### src/design/mbx_pkg.sv
// ----------------------------------------------------------------------------
// mbx_pkg
// Shared constants, request codes and the command type for the mailbox unit.
// ----------------------------------------------------------------------------
package mbx_pkg;

    localparam int DEF_CORE_COUNT    = 4;
    localparam int DEF_MBOX_PER_CORE = 4;

    localparam int SEL_W         = 2;
    localparam int SEL_RANGE     = 1 << SEL_W;
    localparam int DATA_W        = 32;
    localparam int LINE_W        = 4;
    localparam int MASK_W        = 16;
    localparam int MASK_POS_W    = $clog2(MASK_W);
    localparam int PEND_BASE_BIT = 4;

    localparam int IN_TDATA_W  = 40;
    localparam int OUT_TDATA_W = 40;

    localparam int Q_DEPTH = 2;
    localparam int Q_PTR_W = 1;

    localparam int CFG_ADDR_W = 1;
    localparam logic [CFG_ADDR_W-1:0] CFG_FIQ_MASK = 1'b0;
    localparam logic [CFG_ADDR_W-1:0] CFG_IRQ_MASK = 1'b1;

    localparam logic [SEL_W-1:0] REQ_SET   = 2'd0;
    localparam logic [SEL_W-1:0] REQ_CLEAR = 2'd1;
    localparam logic [SEL_W-1:0] REQ_READ  = 2'd2;
    localparam logic [SEL_W-1:0] REQ_PEND  = 2'd3;

    typedef struct packed {
        logic [SEL_W-1:0]  op;
        logic              hit;
        logic [SEL_W-1:0]  core;
        logic [SEL_W-1:0]  mbox;
        logic [DATA_W-1:0] data;
    } mbx_cmd_t;

    localparam int CMD_W = $bits(mbx_cmd_t);

    // Enable bit at position pos; positions past the mask count as disabled.
    function automatic logic routed(input logic [MASK_W-1:0] mask, input int pos);
        logic bit_on;
        bit_on = 1'b0;
        if (pos < MASK_W) begin
            bit_on = mask[pos[MASK_POS_W-1:0]];
        end
        return bit_on;
    endfunction

endpackage

### src/design/mbx_front.sv
// ----------------------------------------------------------------------------
// mbx_front
// Accepts bus transactions, unpacks the fields and range-checks the access.
// ----------------------------------------------------------------------------
module mbx_front
    import mbx_pkg::*;
#(
    parameter int CORE_COUNT    = DEF_CORE_COUNT,
    parameter int MBOX_PER_CORE = DEF_MBOX_PER_CORE
) (
    input  logic                  s_tvalid,
    output logic                  s_tready,
    input  logic [IN_TDATA_W-1:0] s_tdata,
    input  logic                  q_full,
    output logic                  q_push,
    output mbx_cmd_t              q_cmd
);

    logic core_ok;
    logic mbox_ok;

    assign s_tready = !q_full;
    assign q_push   = s_tvalid && !q_full;

    always_comb begin
        q_cmd.op   = s_tdata[1:0];
        q_cmd.core = s_tdata[3:2];
        q_cmd.mbox = s_tdata[5:4];
        q_cmd.data = s_tdata[37:6];
        core_ok    = int'(q_cmd.core) < CORE_COUNT;
        mbox_ok    = int'(q_cmd.mbox) < MBOX_PER_CORE;
        // pending reads ignore the mailbox field
        q_cmd.hit  = core_ok && (mbox_ok || (q_cmd.op == REQ_PEND));
    end

endmodule

### src/design/mbx_queue.sv
// ----------------------------------------------------------------------------
// mbx_queue
// Two-entry command queue between the front and back ends.
// ----------------------------------------------------------------------------
module mbx_queue
    import mbx_pkg::*;
(
    input  logic             aclk,
    input  logic             aresetn,
    input  logic             push,
    input  logic [CMD_W-1:0] din,
    output logic             full,
    input  logic             pop,
    output logic             valid,
    output logic [CMD_W-1:0] dout
);

    localparam int CNT_W = $clog2(Q_DEPTH + 1);

    logic [CMD_W-1:0]   mem_reg [Q_DEPTH];
    logic [Q_PTR_W-1:0] wr_ptr_reg;
    logic [Q_PTR_W-1:0] rd_ptr_reg;
    logic [CNT_W-1:0]   count_reg;

    assign full  = count_reg == CNT_W'(Q_DEPTH);
    assign valid = count_reg != '0;
    assign dout  = mem_reg[rd_ptr_reg];

    always_ff @(posedge aclk) begin
        if (!aresetn) begin
            wr_ptr_reg <= '0;
            rd_ptr_reg <= '0;
            count_reg  <= '0;
        end else begin
            if (push) begin
                wr_ptr_reg <= wr_ptr_reg + 1'b1;
            end
            if (pop) begin
                rd_ptr_reg <= rd_ptr_reg + 1'b1;
            end
            if (push && !pop) begin
                count_reg <= count_reg + 1'b1;
            end else if (pop && !push) begin
                count_reg <= count_reg - 1'b1;
            end
        end
    end

    always_ff @(posedge aclk) begin
        if (push) begin
            mem_reg[wr_ptr_reg] <= din;
        end
    end

    a_no_overflow: assert property (@(posedge aclk) disable iff (!aresetn)
        push |-> !full)
        else $error("queue push while full");

    a_no_underflow: assert property (@(posedge aclk) disable iff (!aresetn)
        pop |-> valid)
        else $error("queue pop while empty");

    a_count_up: assert property (@(posedge aclk) disable iff (!aresetn)
        push && !pop |=> count_reg == $past(count_reg) + 1'b1)
        else $error("queue count did not advance on push");

endmodule

### src/design/mbx_back.sv
// ----------------------------------------------------------------------------
// mbx_back
// Mailbox store, enable masks, interrupt line routing and the result register.
// ----------------------------------------------------------------------------
module mbx_back
    import mbx_pkg::*;
#(
    parameter int CORE_COUNT    = DEF_CORE_COUNT,
    parameter int MBOX_PER_CORE = DEF_MBOX_PER_CORE
) (
    input  logic                   aclk,
    input  logic                   aresetn,
    input  logic                   q_valid,
    input  mbx_cmd_t               q_cmd,
    output logic                   q_pop,
    input  logic                   cfg_wr_en,
    input  logic [CFG_ADDR_W-1:0]  cfg_addr,
    input  logic [MASK_W-1:0]      cfg_wdata,
    output logic                   m_tvalid,
    input  logic                   m_tready,
    output logic [OUT_TDATA_W-1:0] m_tdata
);

    // select fields are two bits wide, so only this many cores/mailboxes exist
    localparam int CORES_USED = (CORE_COUNT < SEL_RANGE) ? CORE_COUNT : SEL_RANGE;
    localparam int MBOX_USED  = (MBOX_PER_CORE < SEL_RANGE) ? MBOX_PER_CORE : SEL_RANGE;
    localparam int ENTRIES    = CORES_USED * MBOX_USED;
    localparam int IDX_W      = (ENTRIES > 1) ? $clog2(ENTRIES) : 1;

    logic [DATA_W-1:0]  words_reg [ENTRIES];
    logic [ENTRIES-1:0] nz_reg;
    logic [ENTRIES-1:0] nz_next;
    logic [MASK_W-1:0]  fiq_mask_reg;
    logic [MASK_W-1:0]  irq_mask_reg;
    logic               m_tvalid_reg;
    logic [DATA_W-1:0]  rdata_reg;
    logic [LINE_W-1:0]  fiq_reg;
    logic [LINE_W-1:0]  irq_reg;

    logic [IDX_W-1:0]   idx;
    logic [DATA_W-1:0]  cur_word;
    logic [DATA_W-1:0]  word_next;
    logic               wr_en;
    logic [DATA_W-1:0]  rdata_next;
    logic [LINE_W-1:0]  fiq_next;
    logic [LINE_W-1:0]  irq_next;

    assign q_pop    = q_valid && (!m_tvalid_reg || m_tready);
    assign m_tvalid = m_tvalid_reg;
    assign m_tdata  = {irq_reg, fiq_reg, rdata_reg};

    always_comb begin
        idx        = IDX_W'(int'(q_cmd.core) * MBOX_USED + int'(q_cmd.mbox));
        cur_word   = words_reg[idx];
        word_next  = cur_word;
        wr_en      = 1'b0;
        rdata_next = '0;
        nz_next    = nz_reg;
        fiq_next   = '0;
        irq_next   = '0;
        if (q_pop && q_cmd.hit) begin
            case (q_cmd.op)
                REQ_SET: begin
                    word_next = cur_word | q_cmd.data;
                    wr_en     = 1'b1;
                end
                REQ_CLEAR: begin
                    word_next = cur_word & ~q_cmd.data;
                    wr_en     = 1'b1;
                end
                REQ_READ: begin
                    rdata_next = cur_word;
                end
                REQ_PEND: begin
                    for (int m = 0; m < MBOX_USED; m++) begin
                        if (nz_reg[IDX_W'(int'(q_cmd.core) * MBOX_USED + m)] &&
                            routed(fiq_mask_reg, int'(q_cmd.core) * MBOX_PER_CORE + m)) begin
                            rdata_next[PEND_BASE_BIT + m] = 1'b1;
                        end
                    end
                end
                default: begin
                    rdata_next = '0;
                end
            endcase
        end
        if (wr_en) begin
            nz_next[idx] = |word_next;
        end
        for (int c = 0; c < CORES_USED; c++) begin
            for (int m = 0; m < MBOX_USED; m++) begin
                if (nz_next[IDX_W'(c * MBOX_USED + m)]) begin
                    if (routed(fiq_mask_reg, c * MBOX_PER_CORE + m)) begin
                        fiq_next[c] = 1'b1;
                    end
                    if (routed(irq_mask_reg, c * MBOX_PER_CORE + m)) begin
                        irq_next[c] = 1'b1;
                    end
                end
            end
        end
    end

    always_ff @(posedge aclk) begin
        if (!aresetn) begin
            m_tvalid_reg <= 1'b0;
            fiq_mask_reg <= '0;
            irq_mask_reg <= '0;
            nz_reg       <= '0;
            for (int i = 0; i < ENTRIES; i++) begin
                words_reg[i] <= '0;
            end
        end else begin
            if (cfg_wr_en) begin
                case (cfg_addr)
                    CFG_FIQ_MASK: fiq_mask_reg <= cfg_wdata;
                    CFG_IRQ_MASK: irq_mask_reg <= cfg_wdata;
                    default: begin
                        fiq_mask_reg <= fiq_mask_reg;
                    end
                endcase
            end
            if (q_pop) begin
                m_tvalid_reg <= 1'b1;
            end else if (m_tready) begin
                m_tvalid_reg <= 1'b0;
            end
            if (wr_en) begin
                words_reg[idx] <= word_next;
            end
            nz_reg <= nz_next;
        end
    end

    always_ff @(posedge aclk) begin
        if (q_pop) begin
            rdata_reg <= rdata_next;
            fiq_reg   <= fiq_next;
            irq_reg   <= irq_next;
        end
    end

    a_pop_fills: assert property (@(posedge aclk) disable iff (!aresetn)
        q_pop |=> m_tvalid_reg)
        else $error("result register not loaded after pop");

    a_lines_range: assert property (@(posedge aclk) disable iff (!aresetn)
        m_tvalid_reg |-> ((fiq_reg >> CORES_USED) == '0) && ((irq_reg >> CORES_USED) == '0))
        else $error("request line raised for a missing core");

    a_fiq_needs_mask: assert property (@(posedge aclk) disable iff (!aresetn)
        m_tvalid_reg && (|fiq_reg) |-> (|fiq_mask_reg))
        else $error("FIQ line raised with FIQ mask clear");

endmodule

### src/design/interprocessor_mailbox_unit_core.sv
// ----------------------------------------------------------------------------
// interprocessor_mailbox_unit_core
// Inter-core mailboxes with set/clear/read/pending access and FIQ/IRQ line routing.
//
//   channel  dir  width  contents (low bit first)
//   s_       in   40     req_type[1:0], target_core[3:2], mailbox_index[5:4],
//                        write_data[37:6], zero pad
//   m_       out  40     read_data[31:0], fiq_lines[35:32], irq_lines[39:36]
//   cfg_     in   16     index 0 fiq_enable_mask, index 1 irq_enable_mask
//
// One transaction per cycle sustained while m_tready stays high; m_tvalid rises after
// the request passes the queue write, then the store update into the result register.
// Reset clears the mailbox store and both masks in the reset cycle.
// A single-cycle m_tready stall fills the two-entry queue and drops s_tready
// for one cycle.
// ----------------------------------------------------------------------------
module interprocessor_mailbox_unit_core
    import mbx_pkg::*;
#(
    parameter int CORE_COUNT    = DEF_CORE_COUNT,
    parameter int MBOX_PER_CORE = DEF_MBOX_PER_CORE
) (
    input  logic                   aclk,
    input  logic                   aresetn,
    input  logic                   s_tvalid,
    output logic                   s_tready,
    // req_type, target_core, mailbox_index, write_data
    input  logic [IN_TDATA_W-1:0]  s_tdata,
    output logic                   m_tvalid,
    input  logic                   m_tready,
    // read_data, fiq_lines, irq_lines
    output logic [OUT_TDATA_W-1:0] m_tdata,
    input  logic                   cfg_wr_en,
    input  logic [CFG_ADDR_W-1:0]  cfg_addr,
    input  logic [MASK_W-1:0]      cfg_wdata
);

    mbx_cmd_t         front_cmd;
    mbx_cmd_t         back_cmd;
    logic             q_push;
    logic             q_full;
    logic             q_pop;
    logic             q_valid;
    logic [CMD_W-1:0] q_dout;

    assign back_cmd = mbx_cmd_t'(q_dout);

    mbx_front #(
        .CORE_COUNT    (CORE_COUNT),
        .MBOX_PER_CORE (MBOX_PER_CORE)
    ) u_front (
        .s_tvalid (s_tvalid),
        .s_tready (s_tready),
        .s_tdata  (s_tdata),
        .q_full   (q_full),
        .q_push   (q_push),
        .q_cmd    (front_cmd)
    );

    mbx_queue u_queue (
        .aclk    (aclk),
        .aresetn (aresetn),
        .push    (q_push),
        .din     (front_cmd),
        .full    (q_full),
        .pop     (q_pop),
        .valid   (q_valid),
        .dout    (q_dout)
    );

    mbx_back #(
        .CORE_COUNT    (CORE_COUNT),
        .MBOX_PER_CORE (MBOX_PER_CORE)
    ) u_back (
        .aclk      (aclk),
        .aresetn   (aresetn),
        .q_valid   (q_valid),
        .q_cmd     (back_cmd),
        .q_pop     (q_pop),
        .cfg_wr_en (cfg_wr_en),
        .cfg_addr  (cfg_addr),
        .cfg_wdata (cfg_wdata),
        .m_tvalid  (m_tvalid),
        .m_tready  (m_tready),
        .m_tdata   (m_tdata)
    );

endmodule

### config.mk
export PLATFORM = sky130hd
export DESIGN_NAME = interprocessor_mailbox_unit_core
export DESIGN_NICKNAME = d
export VERILOG_FILES = /design/src/design/mbx_pkg.sv /design/src/design/mbx_front.sv /design/src/design/mbx_queue.sv /design/src/design/mbx_back.sv /design/src/design/interprocessor_mailbox_unit_core.sv
export SDC_FILE = /design/constraint.sdc
export NUM_CORES = 1
export LEC_CHECK = 0
export ABC_AREA = 1
export BUFFER_PORTS_ARGS = -buffer_cell sky130_fd_sc_hd__buf_2
export CAP_MARGIN = 10
export CORE_MARGIN = 2
export CORE_UTILIZATION = 45
export DETAILED_ROUTE_END_ITERATION = 10
export PLACE_DENSITY = 0.67
export SLEW_MARGIN = 20
export SYNTH_ARGS = -nofsm -noshare
export SYNTH_HDL_FRONTEND = slang
export SYNTH_SLANG_ARGS = --single-unit
### constraint.sdc
create_clock -name aclk -period 4.15 [get_ports aclk]
set_clock_uncertainty 0.05 [all_clocks]
set_input_delay 0.83 -clock aclk [delete_from_list [all_inputs] [get_ports aclk]]
set_output_delay 0.83 -clock aclk [all_outputs]
set_load 0.02 [all_outputs]
* Word level (Yosys, flattened, before mapping)
Memory sizes are Yosys's and may differ from the RTL's. A register that Yosys moved wholly into a read port is not among the register bits.
Cells that the tools add are included.
Widths: inputs -> output; s select.
** Word-level totals
- Register bits :: 81
- Memory bits (writable) :: 588
- Bits of input ports :: 62
- Output and inout port bits :: 42
- Word-level logic and storage cells :: 177
- Memories kept :: 2
** Memory list
- u_back.words_reg :: depth 16, width 32, read ports 1, clocked after memory_dff 0, wr ports 16, RTL line mbx_back.sv:30 : logic [DATA_W-1:0] words_reg [ENTRIES];
- u_queue.mem_reg :: depth 2, width 38, read ports 1, clocked after memory_dff 1, wr ports 1, RTL line mbx_queue.sv:20 : logic [CMD_W-1:0] mem_reg [Q_DEPTH];
** Operators by class
- Add/sub/neg operators :: 8
- Magnitude comparators :: 14
- Equal/unequal tests :: 4
- Mux-type cells :: 108
- Bitwise gates (word level) :: 4
- Reductions and logical operators :: 25
** Operators by type and width (number)
- $lt 32x6->1 const B :: 3
- $mux 1 :: 90
- $mux 32 :: 2
- $pmux 32 s2 :: 1
- $reduce_or 32->1 :: 2
- $and 32x32->32 :: 1
- $not 32->32 :: 1
- $or 32x32->32 :: 1
- $lt 4x5->1 const B :: 6
- $bmux 1 s4 :: 6
- $lt 4x6->1 const B :: 4
- $bwmux 16 :: 1
- $add 4x2->5 const B :: 2
- $logic_and 1x1->1 :: 9
- $mux 8 :: 1
- $pmux 4 s2 :: 1
- $eq 2x2->1 const B :: 3
- $reduce_and 2->1 :: 3
- $reduce_bool 2->1 :: 3
- $add 4x1->5 const B :: 1
- $add 4x2->4 :: 1
- $bmux 1 s2 :: 2
- $demux 1 s4 :: 1
- $ge 4x1->1 const B :: 1
- other kinds (12) :: 17

* Depth between registers and ports, before layout
- Depth in word-level cells :: 17
- Mapped depth :: 23
- Mapped depth without buffers :: 20

* By module
A second synthesis with hierarchy kept.
** Second synthesis, totals
- Cells, all modules :: 3225
- Area, all modules :: 30259.0 sq um
** By module, submodules not included
- mbx_back :: times used 1, cells an instance 3026, area an instance 26860.8 sq um, sequential area each 17276.6 sq um
- mbx_queue :: times used 1, cells an instance 156, area an instance 3088.0 sq um, sequential area each 2442.3 sq um
- mbx_front :: times used 1, cells an instance 43, area an instance 310.3 sq um, sequential area each 0.0 sq um

* Least setup slack after synthesis
OpenSTA, ideal clock, no wires.
- Path type :: input port to flip-flop
- Start :: in m_tready
- End :: mem u_back.words_reg[11][0], enable pin
- Library setup time :: 389 ps
- Arrival :: 3999 ps
- Data required time :: 3711 ps
- Path slack :: -288 ps
- Stages :: 10
- Buffers on the path :: 2
- Cells stage by stage :: nor2_1 -> a21oi_2 -> inv_1 -> nor2_4 -> buf_2 -> inv_1 -> nor2_1 -> nand3_1 -> clkbuf_1 -> nand2_1
** RTL lines
- start: declaration :: RTL line interprocessor_mailbox_unit_core.sv:30 : input logic m_tready,
- end: declaration :: RTL line mbx_back.sv:30

==> impl_metrics.py <==
metrics = {
    "cells_and_area": {
        "area_growth_pct": 12.5,
        "diodes": 0,
        "drive_above_1_share_pct": 9.76,
        "largest_reg_flops": 512,
        "nNetsFinal": 3682,
        "fillers": 6255,
    },
    "timing": {
        "hold_viol_final": 0,
        "slew_headroom_pct": 34.1,
        "setup_viol": 0,
        "timing.hold.ws_ps": 368,
        "clock.fmax_ghz": 0.260,
        "rsz0062_at_grt": "false",
        "tightest_slew_ps": 986,
        "final.setup.tns_ps": 0,
        "slew_violations": 0,
        "post-route-period-util_pct": 92.8,
        "min_period_ps": 3850,
    },
    "setup_path": {
        "end_kind": "flop",
        "crit_path_cell_trace": "nand2_1, nand2_4, buf_12, nand2_1, nand2_1, nand2_1, nand2_1, nand2_1, nand2_1, o21ai_1, nand2_2, nand2_1, nor2_1, nand2_1, nor2_4, nand3_1, nand3_1, nand2_1, inv_1, nand2_1",
        "crit_fanout": 42,
        "reg2reg_depth": 20,
        "path_delay_family": "simple AND/OR/NAND/NOR gates",
        "crit_slowest_cell": "dfxtp_1",
        "critPathRequiredTime_ps": 4460,
        "path_buf_inv": 2,
        "cp_common_cell": "nand2_1",
        "worst-path-stages": 20,
        "worst-endpoint-arrival_ps": 4160,
        "path_class": "reg -> reg",
        "critPathLaunchType": "flop",
        "cpPeakStageDelay_ps": 610,
    },
    "global_route": {
        "grt_max_degree": 73,
        "antenna_found_initial": 0,
        "grt_first_pass_wirelength_um": 125000,
        "grt_pass1_vias": 21900,
        "grtUsageTotal_pct": 22.9,
        "gr-total-overflow": 0,
    },
    "drt": {
        "postRouteAntennaNets": 0,
        "drcViolationCount": 0,
        "drtIter0Drc": 2041,
        "drt_wl_total_um": 82300,
        "vias": 23200,
        "drt-pass1-iter-count": 5,
        "wire_per_inst_um": 17.9,
        "viasPerCell": 5.04,
    },
    "floorplanning": {
        "die_area_mm2": 0.0719,
        "rows": 96,
        "die_y_um": 268,
        "die_w_um": 268,
        "coreArea_mm2": 0.0688,
        "start_util_pct": 45.6,
        "pin_count": 104,
    },
    "placement": {
        "hpwl_um": 49200,
        "place.gp.congestion": 0.869,
        "io_buffers": 97,
    },
    "worst_hold_path": {
        "hold_start": "s_tdata[8]",
        "whs_path_depth": 1,
        "hp-class": "in -> reg",
    },
    "clock_network": {
        "insertion_delay_ps": 600,
        "cts_buffers": 68,
        "clock-root-buffer": "clkbuf_16",
        "postCtsHoldBufs": 0,
        "htree_levels": 3,
        "clock_path_buffers": 3,
        "cts_setup_buffers": 0,
        "clkTransAtPathRegs_ps": 60,
        "clock_sinks": 670,
        "cts_resized": 0,
        "cts_tree": "done",
    },
    "logic_synthesis": {
        "synthTopCellsByCount": "1227 x nand2_1, 655 x nor2_1, 624 x edfxtp_1",
        "yosysMostFrequentCell": "nand2_1",
        "synthDistinctLibCells": 32,
        "yosys_warnings": 0,
        "yosysTopAreaCell": "edfxtp_1",
        "synthFlopType": "edfxtp_1",
        "yosys_register_bits": 670,
        "syn_area_mm2": 0.0314,
        "synth_edf_count": 624,
        "yosys-top-cells-area": "edfxtp_1 60%, nand2_1 15%, nor2_1 7.8%, inv_1 4.5%, dfxtp_1 2.9%",
        "netlist.area_leader.share_pct": 59.7,
        "seq_area_frac_synth_pct": 62.6,
        "syn_inst": 3549,
        "async_flop_share_pct": 0,
        "syn_avg_cell_area_um2": 8.84,
    },
    "pwr": {
        "vdd_ir_drop_max_uv": 747,
        "power_density_mw_per_mm2": 684,
        "p_leak_nw": 15.4,
        "finalPower_mw": 24.2,
    },
    "status": {
        "status": "complete, no violations",
    },
    "run": {
        "cap_violations": 0,
    },
}
-- worst paths after layout --
kind	to	slack (ps)
worst max-delay path	u_back.irq_reg[1]	300
worst min-delay path	u_queue.mem_reg[1][2]	370
worst max register to register	u_back.irq_reg[1]	300
worst min register to register	flop	420
-- per-stage QoR --
step / util [%] / instances / instance area [um2] / setup slack (ps)
2_1_floorplan: - / 3552 / 31400 / 189
3_3_place_gp: 48.2 / 4479 / 33200 / 450
3_5_place_dp: 48.2 / 4479 / 33200 / 413
4_1_cts: 51.3 / 4598 / 35300 / 392
5_1_grt: 51.3 / 4599 / 35300 / 28.2
6_report: 51.3 / 4599 / 35300 / 300
-- final cells by class --
type                       count  area, um2  area share [%]
timing repair buffer         207       1620            4.60
multi-input combinational   2285       9320            26.4
sequential                   670      19700            55.7
inverter                     387       1460            4.12
clock buffer                 102       1960            5.54
clock inverter                17        134           0.379
tap                          931       1160            3.30
-- metal layers --
metal,up-vias,routed length [um],track usage [%]
met1,11000,34000,29.9
met3,138,5310,3.16
li1,11300,-,-
met4,0,2970,8.59
met5,-,0,0
met2,786,40100,39.0
-- cell families after synthesis --
group | synth area share (%)
AND/OR/NAND/NOR | 25.5
flip-flops | 62.6
buffers and inverters | 7.94
AO/OA/AOI/OAI | 3.82
adder cells (fa/ha/maj) | 0.0399
other | 0.0119
-- layout by cell type, fill, tap and decap left out, drive strengths merged, types with 9 or more instances in the layout --
cell type and instances:
nand2 1259, nor2 662, edfxtp 624, inv 386
o21ai 214, buf 207, clkbuf 102, nand3 77
dfxtp 46, nor3 29, clkinv 15, nand4 10
a21oi 10, nand3b 9
-- report_power, final --
group          leakage, nW  internal (mW)  switching [mW]  total, mW
Combinational         7.67           2.59            7.28       9.87
Clock                 1.02           3.38            2.51       5.89
Sequential            6.74           8.19           0.203       8.39
Total                 15.4           14.2            9.99       24.2
Note: power is estimated with default switching activity, not from simulation.
